### src/hdl/btod_pkg.sv
package btod_pkg;

	// Channel count and field widths of the sample words, result words, calibration counter and register bus.
	localparam int CHANNELS      = 4;
	localparam int SAMPLE_BITS   = 12;
	localparam int THR_BITS      = 12;
	localparam int PHASE_BITS    = 8;
	localparam int CAL_BITS      = 9;
	localparam int ARR_BITS      = 16;
	localparam int OCC_CNT_BITS  = 3;
	localparam int ADDR_BITS     = 4;
	localparam int DATA_BITS     = 32;

	// Register reset values.
	localparam logic [THR_BITS-1:0]   RST_THRESHOLD = THR_BITS'(10);
	localparam logic [PHASE_BITS-1:0] RST_SETTLE    = PHASE_BITS'(10);
	localparam logic [PHASE_BITS-1:0] RST_AVERAGE   = PHASE_BITS'(25);

	// Register indexes (byte address divided by four).
	typedef enum logic [1:0] {
		REG_THRESHOLD = 2'd0,
		REG_SETTLE    = 2'd1,
		REG_AVERAGE   = 2'd2
	} reg_idx_t;

	typedef logic [SAMPLE_BITS-1:0] sample_t;
	typedef logic [CHANNELS-1:0][SAMPLE_BITS-1:0] sample_vec_t;

	// Current configuration as seen by the datapath.
	typedef struct packed {
		logic [THR_BITS-1:0]   threshold;
		logic [PHASE_BITS-1:0] settle;
		logic [PHASE_BITS-1:0] average;
	} cfg_t;

	// One result word.
	typedef struct packed {
		logic [CHANNELS-1:0]     occupied_mask;
		logic [OCC_CNT_BITS-1:0] occupied_count;
		logic [ARR_BITS-1:0]     arrivals_total;
		logic                    calibrating;
	} result_t;

endpackage

### src/hdl/btod_if.sv
// Sample channel: one converter sample per sensor channel.
interface btod_in_if import btod_pkg::*; ();
	logic    valid;
	logic    ready;
	sample_t sample_a;
	sample_t sample_b;
	sample_t sample_c;
	sample_t sample_d;

	modport source (output valid, output sample_a, output sample_b, output sample_c,
		output sample_d, input ready);
	modport sink (input valid, input sample_a, input sample_b, input sample_c,
		input sample_d, output ready);
endinterface

// Result channel: occupancy flags, count, arrivals total and calibration flag.
interface btod_out_if import btod_pkg::*; ();
	logic                    valid;
	logic                    ready;
	logic [CHANNELS-1:0]     occupied_mask;
	logic [OCC_CNT_BITS-1:0] occupied_count;
	logic [ARR_BITS-1:0]     arrivals_total;
	logic                    calibrating;

	modport source (output valid, output occupied_mask, output occupied_count,
		output arrivals_total, output calibrating, input ready);
	modport sink (input valid, input occupied_mask, input occupied_count,
		input arrivals_total, input calibrating, output ready);
endinterface

### src/hdl/baseline_threshold_occupancy_detector.sv
// A result word is stored in the output buffer when its sample word is accepted.
// Throughput: one sample word per cycle while the two-entry output buffer has
// room; each channel's baseline and flag update completes in the accepting cycle.
// Reset clears baselines, occupancy flags, the arrivals total and the calibration
// counter, and loads the registers with threshold 10, settle 10 and average 25.
module baseline_threshold_occupancy_detector import btod_pkg::*; (
	input  logic                 clk,
	input  logic                 arst_n,
	btod_in_if.sink              samples,
	btod_out_if.source           result,
	input  logic                 psel,
	input  logic                 penable,
	input  logic                 pwrite,
	input  logic [ADDR_BITS-1:0] paddr,
	input  logic [DATA_BITS-1:0] pwdata,
	output logic [DATA_BITS-1:0] prdata,
	output logic                 pready
);

	cfg_t        cfg_q;
	reg_idx_t    reg_idx;
	logic        cfg_wr;
	logic        accept;
	logic        buf_not_full;
	sample_vec_t sample_vec;
	result_t     core_word;
	result_t     out_word;

	assign pready  = 1'b1;
	assign reg_idx = reg_idx_t'(paddr[3:2]);
	assign cfg_wr  = psel && penable && pwrite && pready;

	// Configuration registers.
	always_ff @(posedge clk or negedge arst_n) begin
		if (!arst_n) begin
			cfg_q.threshold <= RST_THRESHOLD;
			cfg_q.settle    <= RST_SETTLE;
			cfg_q.average   <= RST_AVERAGE;
		end else if (cfg_wr) begin
			case (reg_idx)
				REG_THRESHOLD: cfg_q.threshold <= pwdata[THR_BITS-1:0];
				REG_SETTLE:    cfg_q.settle    <= pwdata[PHASE_BITS-1:0];
				REG_AVERAGE:   cfg_q.average   <= pwdata[PHASE_BITS-1:0];
				default: begin
				end
			endcase
		end
	end

	// Register readback.
	always_comb begin
		case (reg_idx)
			REG_THRESHOLD: prdata = DATA_BITS'(cfg_q.threshold);
			REG_SETTLE:    prdata = DATA_BITS'(cfg_q.settle);
			REG_AVERAGE:   prdata = DATA_BITS'(cfg_q.average);
			default:       prdata = '0;
		endcase
	end

	// Input handshake.
	assign samples.ready = buf_not_full;
	assign accept        = samples.valid && buf_not_full;
	assign sample_vec    = {samples.sample_d, samples.sample_c, samples.sample_b,
		samples.sample_a};

	btod_core u_core (
		.clk     (clk),
		.arst_n  (arst_n),
		.accept  (accept),
		.samples (sample_vec),
		.cfg     (cfg_q),
		.result  (core_word)
	);

	btod_outbuf u_outbuf (
		.clk       (clk),
		.arst_n    (arst_n),
		.push      (accept),
		.push_word (core_word),
		.not_full  (buf_not_full),
		.pop_valid (result.valid),
		.pop       (result.ready),
		.pop_word  (out_word)
	);

	// Result word fields.
	assign result.occupied_mask  = out_word.occupied_mask;
	assign result.occupied_count = out_word.occupied_count;
	assign result.arrivals_total = out_word.arrivals_total;
	assign result.calibrating    = out_word.calibrating;

endmodule

### src/hdl/btod_core.sv
module btod_core import btod_pkg::*; (
	input  logic        clk,
	input  logic        arst_n,
	input  logic        accept,
	input  sample_vec_t samples,
	input  cfg_t        cfg,
	output result_t     result
);

	sample_t             baseline_q [CHANNELS];
	sample_t             baseline_d [CHANNELS];
	logic [CHANNELS-1:0] flags_q;
	logic [CHANNELS-1:0] flags_d;
	logic [ARR_BITS-1:0] arrivals_q;
	logic [ARR_BITS-1:0] arrivals_d;
	logic [CAL_BITS-1:0] cal_cnt_q;
	logic [CAL_BITS-1:0] cal_cnt_d;

	logic [CAL_BITS-1:0]     total_cal;
	logic                    calib;
	logic                    settle_ph;
	logic [SAMPLE_BITS:0]    avg_sum;
	logic [SAMPLE_BITS:0]    limit;
	logic [CHANNELS-1:0]     mask;
	logic [OCC_CNT_BITS-1:0] count;
	logic [OCC_CNT_BITS-1:0] new_arr;
	logic [ARR_BITS:0]       arr_sum;

	// Per-channel baseline update or threshold compare, and arrivals count.
	always_comb begin
		total_cal = {1'b0, cfg.settle} + {1'b0, cfg.average};
		calib     = cal_cnt_q < total_cal;
		settle_ph = cal_cnt_q < {1'b0, cfg.settle};
		mask      = '0;
		count     = '0;
		new_arr   = '0;
		flags_d   = '0;
		avg_sum   = '0;
		limit     = '0;
		for (int i = 0; i < CHANNELS; i++) begin
			baseline_d[i] = baseline_q[i];
			avg_sum = {1'b0, baseline_q[i]} + {1'b0, samples[i]};
			// Occupied when baseline - sample > threshold, i.e. baseline > sample + threshold.
			limit = {1'b0, samples[i]} + {1'b0, cfg.threshold};
			if (calib) begin
				baseline_d[i] = settle_ph ? samples[i] : avg_sum[SAMPLE_BITS:1];
			end else if ({1'b0, baseline_q[i]} > limit) begin
				mask[i]    = 1'b1;
				flags_d[i] = 1'b1;
				count      = count + OCC_CNT_BITS'(1);
				if (!flags_q[i]) begin
					new_arr = new_arr + OCC_CNT_BITS'(1);
				end
			end
		end
		arr_sum    = {1'b0, arrivals_q} + (ARR_BITS + 1)'(new_arr);
		arrivals_d = arr_sum[ARR_BITS] ? '1 : arr_sum[ARR_BITS-1:0];
		cal_cnt_d  = calib ? cal_cnt_q + CAL_BITS'(1) : cal_cnt_q;

		result.occupied_mask  = mask;
		result.occupied_count = count;
		result.arrivals_total = arrivals_d;
		result.calibrating    = calib;
	end

	// Detector state advances once per accepted sample word.
	always_ff @(posedge clk or negedge arst_n) begin
		if (!arst_n) begin
			for (int i = 0; i < CHANNELS; i++) begin
				baseline_q[i] <= '0;
			end
			flags_q    <= '0;
			arrivals_q <= '0;
			cal_cnt_q  <= '0;
		end else if (accept) begin
			for (int i = 0; i < CHANNELS; i++) begin
				baseline_q[i] <= baseline_d[i];
			end
			flags_q    <= flags_d;
			arrivals_q <= arrivals_d;
			cal_cnt_q  <= cal_cnt_d;
		end
	end

endmodule

### src/hdl/btod_outbuf.sv
module btod_outbuf import btod_pkg::*; (
	input  logic    clk,
	input  logic    arst_n,
	input  logic    push,
	input  result_t push_word,
	output logic    not_full,
	output logic    pop_valid,
	input  logic    pop,
	output result_t pop_word
);

	// Two entries, so a new word is taken while one waits at the output.
	result_t    entry_q [2];
	logic       wr_ptr_q;
	logic       rd_ptr_q;
	logic [1:0] fill_q;
	logic       do_push;
	logic       do_pop;

	assign not_full  = fill_q != 2'd2;
	assign pop_valid = fill_q != 2'd0;
	assign pop_word  = entry_q[rd_ptr_q];
	assign do_push   = push && not_full;
	assign do_pop    = pop && pop_valid;

	// Entry storage.
	always_ff @(posedge clk) begin
		if (do_push) begin
			entry_q[wr_ptr_q] <= push_word;
		end
	end

	// Pointers and fill level.
	always_ff @(posedge clk or negedge arst_n) begin
		if (!arst_n) begin
			wr_ptr_q <= 1'b0;
			rd_ptr_q <= 1'b0;
			fill_q   <= 2'd0;
		end else begin
			if (do_push) begin
				wr_ptr_q <= !wr_ptr_q;
			end
			if (do_pop) begin
				rd_ptr_q <= !rd_ptr_q;
			end
			if (do_push && !do_pop) begin
				fill_q <= fill_q + 2'd1;
			end else if (do_pop && !do_push) begin
				fill_q <= fill_q - 2'd1;
			end
		end
	end

endmodule

### src/flat_wrapper.sv
// flat-port wrapper written by rule: the top's interface ports become plain ports
module baseline_threshold_occupancy_detector_flat import btod_pkg::*;
  (clk, arst_n, psel, penable, pwrite, paddr, pwdata, prdata, pready, samples_valid, samples_sample_a, samples_sample_b, samples_sample_c, samples_sample_d, samples_ready, result_valid, result_occupied_mask, result_occupied_count, result_arrivals_total, result_calibrating, result_ready);
  btod_in_if samples_i ();
  btod_out_if result_i ();
  input  logic clk;
  input  logic arst_n;
  input  logic psel;
  input  logic penable;
  input  logic pwrite;
  input  logic [ADDR_BITS-1:0] paddr;
  input  logic [DATA_BITS-1:0] pwdata;
  output logic [DATA_BITS-1:0] prdata;
  output logic pready;
  input wire logic [$bits(samples_i.valid)-1:0] samples_valid;
  input wire logic [$bits(samples_i.sample_a)-1:0] samples_sample_a;
  input wire logic [$bits(samples_i.sample_b)-1:0] samples_sample_b;
  input wire logic [$bits(samples_i.sample_c)-1:0] samples_sample_c;
  input wire logic [$bits(samples_i.sample_d)-1:0] samples_sample_d;
  output wire logic [$bits(samples_i.ready)-1:0] samples_ready;
  output wire logic [$bits(result_i.valid)-1:0] result_valid;
  output wire logic [$bits(result_i.occupied_mask)-1:0] result_occupied_mask;
  output wire logic [$bits(result_i.occupied_count)-1:0] result_occupied_count;
  output wire logic [$bits(result_i.arrivals_total)-1:0] result_arrivals_total;
  output wire logic [$bits(result_i.calibrating)-1:0] result_calibrating;
  input wire logic [$bits(result_i.ready)-1:0] result_ready;
  assign samples_i.valid = samples_valid;
  assign samples_i.sample_a = samples_sample_a;
  assign samples_i.sample_b = samples_sample_b;
  assign samples_i.sample_c = samples_sample_c;
  assign samples_i.sample_d = samples_sample_d;
  assign samples_ready = samples_i.ready;
  assign result_valid = result_i.valid;
  assign result_occupied_mask = result_i.occupied_mask;
  assign result_occupied_count = result_i.occupied_count;
  assign result_arrivals_total = result_i.arrivals_total;
  assign result_calibrating = result_i.calibrating;
  assign result_i.ready = result_ready;
  baseline_threshold_occupancy_detector u_core (.clk(clk), .arst_n(arst_n), .samples(samples_i), .result(result_i), .psel(psel), .penable(penable), .pwrite(pwrite), .paddr(paddr), .pwdata(pwdata), .prdata(prdata), .pready(pready));
endmodule
### config.mk
export PLATFORM = sky130hd
export DESIGN_NAME = baseline_threshold_occupancy_detector_flat
export DESIGN_NICKNAME = d
export VERILOG_FILES = /design/src/hdl/btod_pkg.sv /design/src/hdl/btod_if.sv /design/src/hdl/baseline_threshold_occupancy_detector.sv /design/src/hdl/btod_core.sv /design/src/hdl/btod_outbuf.sv /design/src/flat_wrapper.sv
export SDC_FILE = /design/constraint.sdc
export NUM_CORES = 1
export LEC_CHECK = 0
export BUFFER_PORTS_ARGS = -buffer_cell sky130_fd_sc_hd__buf_2
export CAP_MARGIN = 20
export CORE_ASPECT_RATIO = 0.75
export CORE_MARGIN = 5
export CORE_UTILIZATION = 40
export DETAILED_ROUTE_END_ITERATION = 7
export HOLD_SLACK_MARGIN = 0.08
export PLACE_DENSITY = 0.65
export SLEW_MARGIN = 20
export SYNTH_ARGS = -nofsm -noshare
export SYNTH_HDL_FRONTEND = slang
export SYNTH_SLANG_ARGS = --single-unit
### constraint.sdc
create_clock -name clk -period 8.55 [get_ports clk]
set_clock_uncertainty 0.1 [all_clocks]
set_input_delay 2.565 -clock clk [delete_from_list [all_inputs] [get_ports clk]]
set_output_delay 2.565 -clock clk [all_outputs]
set_load 0.02 [all_outputs]
==> reports/summary.txt, run 1 <==
status - finished, violations left
failing checks - negative setup slack
Die Span Y - 165 um
Switch Pwr - 2140 uW
Crit path max-delay family - adder cells
Sw Share - 0.438
mux contribution to synthesized area - 0.0799
xor-xnor portion of the synthesized cell area - 0.0674
Fill cells - 2923
Worst-path clk slew - 70 ps
Synth Warn # - 0
async set-reset flop share out of synthesis - 0.694
Syn Area/Cell - 9.43 um^2
R2R cell count - 32
Post-Synth Simple-Gate Area - 0.139
hold crit path type - flip-flop to flip-flop
via count - 10720
initial antenna violation count - 3
CP Data Arrival Time - 8840 ps
std cell rows - 56
min Tclk post-route - 8600 ps
die width - 217 um
Internal - 2750 uW
synthesized cell area - 12900 um^2
RSZ-0062 raised after global routing - true
Final WS setup - -53.8 ps
total power - 4900 uW
Post-synth EDFFs - 48
TritonCTS buffer count - 17
worst vdd ir - 0.000185 V
required time of the worst setup path - 8790 ps
ys flop type - dfrtp_1
top cells by count, synth - ha_1, nand2_1, o21ai_0
largest family of logic cells by synthesized area - adder cells
Max-Cap Viols - 0
register area share after synthesis - 0.325
Synth area leader - dfrtp_1
FF+latch area - 4180 um^2
Post-Synth Adder-Cell Area - 0.185
Post-DP HPWL - 25000 um
Cell variety after synth - 71
Synth Area in Compound Gates - 0.167
Final Util - 0.487
# clock sinks - 157
Fin. Hold Viols - 0
H-tree Lvls - 4
Clock Latency Late Sink - 450 ps
Slew headroom - 0.373
final period utilization - 1.01
placed inst area - 14300 um^2
Tightest Pin Transition - 941 ps
count leader, synth - ha_1
vias per inst - 5.43
sequential fraction of design power - 0.268
hold bufs inserted after CTS - 0
final setup vio count - 5
core area - 31500 um^2
Max stage delay on crit path - 340 ps
Worst path depth - 33
clk root buf - clkbuf_16
cell count after synthesis - 1364
slowest stage cell, crit path - o31a_1
Port Buffers - 106
Critical Path End Type - flip-flop
Starting DRT DRC Count - 729
Nets - 1829
M1 WL - 16400 um
Die ar. - 35900 um^2
post-synthesis register bit count - 157
met3 WL - 1920 um
Max Clock Freq - 0.116 GHz
Clock Power Share - 0.151
drt drc - 0
vias in the first global route - 10508
largest net degree at the start of global routing - 62
routed wire length - 33800 um
Area contributors post-synth - dfrtp_1, ha_1, edfxtp_1
Critical Path Most Common Cell - ha_1
top cell type's share of synthesized area - 0.198
Routability Congestion - 0.842
deepest clock path buffer count - 2
Starting Density - 0.408
WP buf/inv - 2
ANT nets after route - 0
gr usage total - 0.188
area of the multi-input gates - 8610 um^2
Crit Path Class - primary input to flip-flop
logic gate share of total power - 0.581
# IOs - 150
Min Hold Slack - 391 ps
layout cells sized above 1 - 0.240
Max Used Layer - met5
Max Transition Viols Final - 0
CTS tree - yes
Congestion Overflow GR - 0
met2 wire len - 15000 um
Worst Path Max Fanout - 2
Worst Hold Path Cells - 1
total iterations of the first detailed-routing run - 5
pre-CTS setup slack - -551 ps
WL/cell - 17.1 um
Pleak - 0.00730 uW
Final Cell Area - 15400 um^2
first-pass GRT wire length - 54100 um
Area growth, synth to finish - 19.4%
Startpoint Class - primary input
pwr dens - 319 nW/um^2
-- cells by family (layout without fill, tap and decap cells) --
kind of cell | Yosys count | count (layout)
and+or+nand+nor | 379 | 379
AOI/OAI and AO/OA | 343 | 343
adders and majority gates | 184 | 184
DFF | 157 | 157
buffers and inverters | 104 | 286
xor gates and xnor gates | 99 | 99
muxes | 96 | 96
other | 2 | 24
-- layout make-up --
| type | count | area share |
|---|---|---|
| timing repair buffer | 205 | 0.0863 |
| sequential | 157 | 0.272 |
| clock buffer | 18 | 0.0279 |
| multi-input combinational | 1122 | 0.560 |
| antenna | 3 | 0.000489 |
| clock inverter | 12 | 0.00741 |
| inverter | 51 | 0.0125 |
| tap | 406 | 0.0331 |
-- cell usage in the layout (no fill, tap or decap), types with 48 or more instances in the layout --
cell type / count
buf_2: 104
buf_4: 94
mux2_2: 49
ha_1: 172
edfxtp_1: 48
inv_1: 48
nor2_1: 81
a21oi_1: 77
xnor2_1: 60
o21ai_0: 100
dfrtp_1: 101
nand2_1: 124
-- flip-flops by register name, summed over array words and instances, names as in the netlist --
| register | cells |
|---|---|
| u_core.u_outbuf.wr_ptr_q | 1 |
| u_core.u_core.flags_q | 4 |
| u_core.u_core.cal_cnt_q | 9 |
| u_core.u_outbuf.rd_ptr_q | 1 |
| u_core.u_core.arrivals_q | 16 |
| u_core.cfg_q | 28 |
| u_core.u_outbuf.fill_q | 2 |
| u_core.u_outbuf.entry_q | 48 |
| u_core.u_core.baseline_q | 48 |
-- worst paths after layout --
check	startpoint	end	slack (ps)
min	u_core.u_outbuf.fill_q[1]	u_core.u_outbuf.fill_q[1]	390
max	samples_sample_a[0]	u_core.u_core.arrivals_q[15]	-50
min reg2reg	u_core.u_outbuf.fill_q[1]	u_core.u_outbuf.fill_q[1]	390
max reg2reg	u_core.cfg_q[8]	u_core.u_core.arrivals_q[15]	1330
max in group asynchronous	arst_n	u_core.cfg_q[10]	4970
min in group asynchronous	arst_n	u_core.u_core.baseline_q[7]	2130
-- per-stage QoR --
step           TNS, ps  instances
6_report          -166       1974
5_1_grt         -13210       1973
4_1_cts              0       1963
3_5_place_dp    -11940       1909
3_3_place_gp     -4210       1908
2_1_floorplan     -103       1383
-- power by group through the flow --
stage	Combinational (uW)	Clock [uW]	Sequential (uW)
CTS	2800	756	1310
global placement	2570	0	1310
global route	3200	783	1340
finish	2840	740	1310
detailed placement	2660	0	1320
floorplan	2060	0	1190
-- what timing repair did --
| item | in CTS | in global routing |
|---|---|---|
| cloned | 0 | 1 |
| pin swaps | 21 | 35 |
| buffers inserted | 24 | 12 |
| setup endpoints to repair | 1 | 52 |
| gates resized for setup | 7 | 76 |
-- layer usage --
layer  GRT usage  vias to the layer above
li1            -                     5307
met3      0.0364                       40
met5           0                        -
met2       0.294                      274
met4      0.0586                        2
met1       0.264                     5097
(Power assumes the default switching activity.)
==> inputs of run 2 (changes only) <==
Settings changed: RECOVER_POWER set to 50, SETUP_SLACK_MARGIN set to 0.3.
==> run 2 against run 1 <==
Effect of this change:
- the run ends with max-capacitance violations, max-slew violations left
- first-iteration DRC count shrank 17%
- core utilization shrank 0.50 points
- worst hold slack gained 3.3 ps
- critical path type unchanged
- combinational power shrank 3%
- largest cell class unchanged
- sequential share of layout area grew 0.28 points
- design area shrank 1.0%
- worst setup slack gained 180 ps
- fmax grew 2.2%
- global-route usage is essentially flat
- register-to-register slack lost 20 ps
==> reports/summary.txt, run 2 (same netlist as run 1, synthesis figures left out) <==
status - finished, violations left
failing checks - max-capacitance violations, max-slew violations
Max stage delay on crit path - 320 ps (-20 ps)
slowest stage cell, crit path - a311oi_4
gr usage total - 0.187 (-0.000241)
Port Buffers - 106 (unchanged)
std cell rows - 56 (unchanged)
min Tclk post-route - 8420 ps (-181 ps)
Final WS setup - 128 ps (+181 ps)
worst vdd ir - 0.000170 V (-8.4%)
WP buf/inv - 2 (unchanged)
Nets - 1812 (-0.93%)
via count - 10656 (-0.60%)
deepest clock path buffer count - 2 (unchanged)
CP Data Arrival Time - 8660 ps (-180 ps)
first-pass GRT wire length - 54000 um (-0.10%)
vias per inst - 5.44 (+0.22%)
Max-Cap Viols - 1 (+1)
Max Clock Freq - 0.119 GHz (+2.2%)
final setup vio count - 0 (-5)
commonest non-fill, non-tap cell in the layout - ha_1
Critical Path End Type - flip-flop
pwr dens - 317 nW/um^2 (-0.44%)
total power - 4820 uW (-1.5%)
clk root buf - clkbuf_16
total iterations of the first detailed-routing run - 7 (+2)
Starting DRT DRC Count - 606 (-17%)
Routability Congestion - 0.821 (-2.5%)
drt drc - 0 (unchanged)
Final Cell Area - 15200 um^2 (-1.0%)
most frequent cells in the layout - ha_1, nand2_1, o21ai_0
Fin. Hold Viols - 0 (unchanged)
required time of the worst setup path - 8790 ps (about the same)
Die ar. - 35900 um^2 (unchanged)
Slew headroom - -0.667 (-1.04)
CTS tree - yes
placed inst area - 14200 um^2 (-0.16%)
Post-DP HPWL - 25200 um (+0.70%)
Tightest Pin Transition - 2500 ps (+1560 ps)
pre-CTS setup slack - -493 ps (+57.7 ps)
layout cells sized above 1 - 0.225 (-0.0151)
Starting Density - 0.408 (unchanged)
core area - 31500 um^2 (unchanged)
biggest regs - u_core.u_core.baseline_q (48), u_core.u_outbuf.entry_q (48), u_core.cfg_q (28)
Crit Path Class - primary input to flip-flop
hold crit path type - flip-flop to flip-flop
Pleak - 0.00718 uW (-1.6%)
die width - 217 um (unchanged)
RSZ-0062 raised after global routing - true
Worst-path clk slew - 70 ps (about the same)
initial antenna violation count - 4 (+1)
# clock sinks - 157 (unchanged)
routed wire length - 33400 um (-1.3%)
Final Util - 0.482 (-0.00500)
Clock Latency Late Sink - 450 ps (about the same)
Startpoint Class - primary input
final period utilization - 0.985 (-0.0212)
# IOs - 150 (unchanged)
Worst Path Max Fanout - 3 (+1)
Congestion Overflow GR - 0 (unchanged)
WL/cell - 17.0 um (-0.53%)
largest net degree at the start of global routing - 70 (+13%)
Min Hold Slack - 394 ps (+3.31 ps)
Area growth, synth to finish - 18.2%
TritonCTS buffer count - 17 (unchanged)
ANT nets after route - 0 (unchanged)
Critical Path Most Common Cell - ha_1
Crit path max-delay family - adder cells
Die Span Y - 165 um (unchanged)
Max Transition Viols Final - 42 (+42)
vias in the first global route - 10623 (+1.1%)
H-tree Lvls - 4 (unchanged)
## run 2: cell types whose count changed in the layout (fill, tap and decap cells not counted), moves of 5 or more
| cell | before | now |
|---|---|---|
| buf_4 | 94 | 70 |
| clkbuf_1 | 1 | 6 |
| nand2_1 | 124 | 132 |
| o21ai_0 | 100 | 105 |
| nand2_4 | 6 | 1 |
| buf_6 | 4 | 10 |
## run 2: timing repair
action	in CTS	in global routing
hold buffers	0	0
resized for setup	8	53
setup endpoints to repair	26	48
pin swaps	17	36
buffers inserted	6	13
## run 2: where the power goes
part	switching, uW	leakage [uW]	internal [uW]
clock	343	0.000273	407
combinational	1510	0.00512	1250
sequential	282	0.00179	1040
## run 2: path summary, 6_finish.rpt
kind / cells past startpoint / start / slack, ps / end
setup reg to reg: 32 / u_core.cfg_q[8] / 1310 / u_core.u_core.arrivals_q[15]
setup / recovery: 33 / samples_sample_a[0] / 130 / u_core.u_core.arrivals_q[15]
hold / removal: 1 / u_core.u_outbuf.fill_q[1] / 390 / u_core.u_outbuf.fill_q[1]
hold reg to reg: 1 / u_core.u_outbuf.fill_q[1] / 390 / u_core.u_outbuf.fill_q[1]
max in group asynchronous: 2 / arst_n / 3510 / u_core.u_outbuf.rd_ptr_q
min in group asynchronous: 1 / arst_n / 2780 / u_core.cfg_q[5]
## run 2: layout make-up
cell class | count | area (um^2)
Timing Repair Buffer | 188 | 1180
Fill cell | 2957 | 16300
Sequential cell | 157 | 4180
Clock inverter | 13 | 128
Clock buffer | 19 | 433
Multi-Input combinational cell | 1122 | 8580
Tap cell | 406 | 508
Antenna cell | 2 | 5.00
Inverter | 51 | 191
## run 2: layer usage
metal / up-vias / GRT usage / part of all wire
met1: 5089 / 0.260 / 0.49
met2: 235 / 0.292 / 0.44
li1: 5277 / - / -
met5: - / 0 / 0.0018
met4: 6 / 0.0620 / 0.021
met3: 49 / 0.0421 / 0.052
## run 2: through the flow
stage / TNS, ps / std cells
after global routing: -379 / 1957
after floorplan: -103 / 1383
after global placement: -1900 / 1905
after CTS: 0 / 1943
final: 0 / 1958
after detailed placement: -8930 / 1905
==> inputs of run 3 (changes only) <==
Clock period 8.55 ns to 10.8 ns, I/O delays scaled along.
==> run 3 against run 2 <==
Effect of this change:
- the flow still finishes with violations (max-capacitance violations, max-slew violations)
- sequential cell count did not move
- sequential power fell by 22%
- non-clock buffer count fell by 72
- global-route usage fell by 0.78 points
- wire length fell by 5.0%
- design area fell by 5.6%
- final cell count fell by 3.7%
==> reports/summary.txt, run 3 (same netlist as run 1, synthesis figures left out) <==
drt drc - 0 (unchanged)
first-pass GRT wire length - 51500 um (-4.6%)
Clock Latency Late Sink - 460 ps (about the same)
Worst Hold Path Cells - 1 (unchanged)
Starting Density - 0.408 (unchanged)
CP Data Arrival Time - 10190 ps (+1530 ps)
area of the multi-input gates - 8300 um^2 (-3.3%)
FF+latch area - 4180 um^2 (unchanged)
cell count after placement - 1852 (-2.8%)
Startpoint Class - primary input
initial antenna violation count - 3 (-1)
Die Span Y - 165 um (unchanged)
Layout Cells excl Fill - 1885 (-3.7%)
# IOs - 150 (unchanged)
Max-Cap Viols - 3 (+2)
setup TNS - 0 ps (unchanged)
Worst Path Max Fanout - 5 (+2)
CP Launch Point - samples_sample_a[0]
TritonCTS buffer count - 17 (unchanged)
min Tclk post-route - 9950 ps
RSZ-0062 raised after global routing - false
biggest regs - u_core.u_core.baseline_q (48), u_core.u_outbuf.entry_q (48), u_core.cfg_q (28)
Area growth, synth to finish - 11.6%
final period utilization - 0.921
Nets - 1740 (-4.0%)
vias per inst - 5.41 (-0.65%)
Worst R2R Start - u_core.cfg_q[8]
reg2reg end - u_core.u_core.arrivals_q[15]
failing checks - max-capacitance violations, max-slew violations
Final Cell Area - 14400 um^2 (-5.6%)
slowest stage cell, crit path - fa_1
R2R cell count - 33 (+3.1%)
die width - 217 um (unchanged)
Routability Congestion - 0.829 (+0.89%)
WL/cell - 16.8 um (-1.3%)
Hold Path End - u_core.u_outbuf.fill_q[1]
Max Clock Freq - 0.101 GHz
Starting DRT DRC Count - 661 (+9.1%)
via count - 10192 (-4.4%)
Max Transition Viols Final - 144 (+240%)
worst vdd ir - 0.000135 V (-21%)
layout cells sized above 1 - 0.156 (-0.0689)
std cell rows - 56 (unchanged)
final setup vio count - 0 (unchanged)
PostCTS Resize Cnt - 0 (-8)
pwr dens - 256 nW/um^2 (-19%)
R2R Setup Slk - 2910 ps (+1600 ps)
H-tree Lvls - 4 (unchanged)
total iterations of the first detailed-routing run - 5 (-2)
Slew headroom - -1.21 (-0.539)
most frequent cells in the layout - ha_1, nand2_1, o21ai_0
Setup Fix Bufs, Post-CTS - 0 (-6)
Min Hold Slack - 400 ps (+6.05 ps)
Tightest Pin Transition - 3310 ps (+808 ps)
critical hold path startpoint - u_core.u_outbuf.fill_q[1]
largest net degree at the start of global routing - 63 (-10%)
Port Buffers - 106 (unchanged)
Critical Path End Type - flip-flop
Worst-path clk slew - 70 ps (about the same)
Fill cells - 3030 (+2.5%)
ANT nets after route - 0 (unchanged)
Crit Path Class - primary input to flip-flop
Pleak - 0.00677 uW (-5.7%)
core area - 31500 um^2 (unchanged)
status - finished, violations left
Die ar. - 35900 um^2 (unchanged)
deepest clock path buffer count - 2 (unchanged)
Max stage delay on crit path - 440 ps (+120 ps)
routed wire length - 31700 um (-5.0%)
hold crit path type - flip-flop to flip-flop
Critical Path Most Common Cell - ha_1
commonest non-fill, non-tap cell in the layout - ha_1
hold bufs inserted after CTS - 0 (unchanged)
vias in the first global route - 9996 (-5.9%)
Post-DP HPWL - 24000 um (-4.7%)
required time of the worst setup path - 11040 ps (+2250 ps)
placed inst area - 13800 um^2 (-3.1%)
CTS tree - yes
Fin. Hold Viols - 0 (unchanged)
# clock sinks - 157 (unchanged)
clk root buf - clkbuf_16
gr usage total - 0.180 (-0.00778)
Congestion Overflow GR - 0 (unchanged)
[run 3: cell count changes in the layout (fill, tap and decap cells not counted), sizes merged]
cell	delta
buf	-75
clkinv	+1
inv	+3
diode	-1
bufinv	-1
clkinvlp	-1
clkbuf	+1
[run 3: per-layer routing]
| layer | track usage | up-vias | share of wire |
|---|---|---|---|
| li1 | - | 5141 | - |
| met1 | 0.254 | 4801 | 0.50 |
| met2 | 0.281 | 203 | 0.43 |
| met3 | 0.0364 | 41 | 0.052 |
| met5 | 0 | - | 0.0013 |
| met4 | 0.0514 | 6 | 0.016 |
[run 3: how the worst max path moves through the flow]
stage               cells after the start                      endpoint  slack (ps)
floorplan                              32  u_core.u_core.arrivals_q[15]        1190
global placement                       33  u_core.u_core.arrivals_q[10]         510
detailed placement                     33  u_core.u_core.arrivals_q[10]         410
CTS                                    33  u_core.u_core.arrivals_q[10]         870
global route                           35  u_core.u_core.arrivals_q[10]         240
finish                                 34  u_core.u_core.arrivals_q[15]         850
[run 3: layout make-up]
type	instances	share of cell area
inverter	51	0.0133
clock inverter	15	0.0115
tap	406	0.0354
sequential	157	0.291
clock buffer	17	0.0296
antenna	1	0.000174
multi-input combinational	1122	0.578
timing repair buffer	116	0.0407
[run 3: power breakdown]
part	internal (uW)	total, uW	switching, uW
clock network	311	612	301
registers	820	1030	215
logic	891	2030	1140
[run 3: critical path: cells and delay by family]
family | cells | cell delay (ps)
and+or+nand+nor | 8 | 1260
muxes | 3 | 910
adders and majority gates | 7 | 2090
buffers and inverters | 3 | 330
AOI/OAI and AO/OA | 12 | 2200
xor gates and xnor gates | 1 | 170
[run 3: stage by stage]
| stage | setup WS, ps | utilization | power [uW] |
|---|---|---|---|
| after floorplan | 1190 | - | 2560 |
| after global placement | 506 | 0.437 | 3000 |
| after detailed placement | 406 | 0.437 | 3060 |
| after CTS | 869 | 0.456 | 3700 |
| after global routing | 243 | 0.455 | 4020 |
| final | 854 | 0.455 | 3680 |
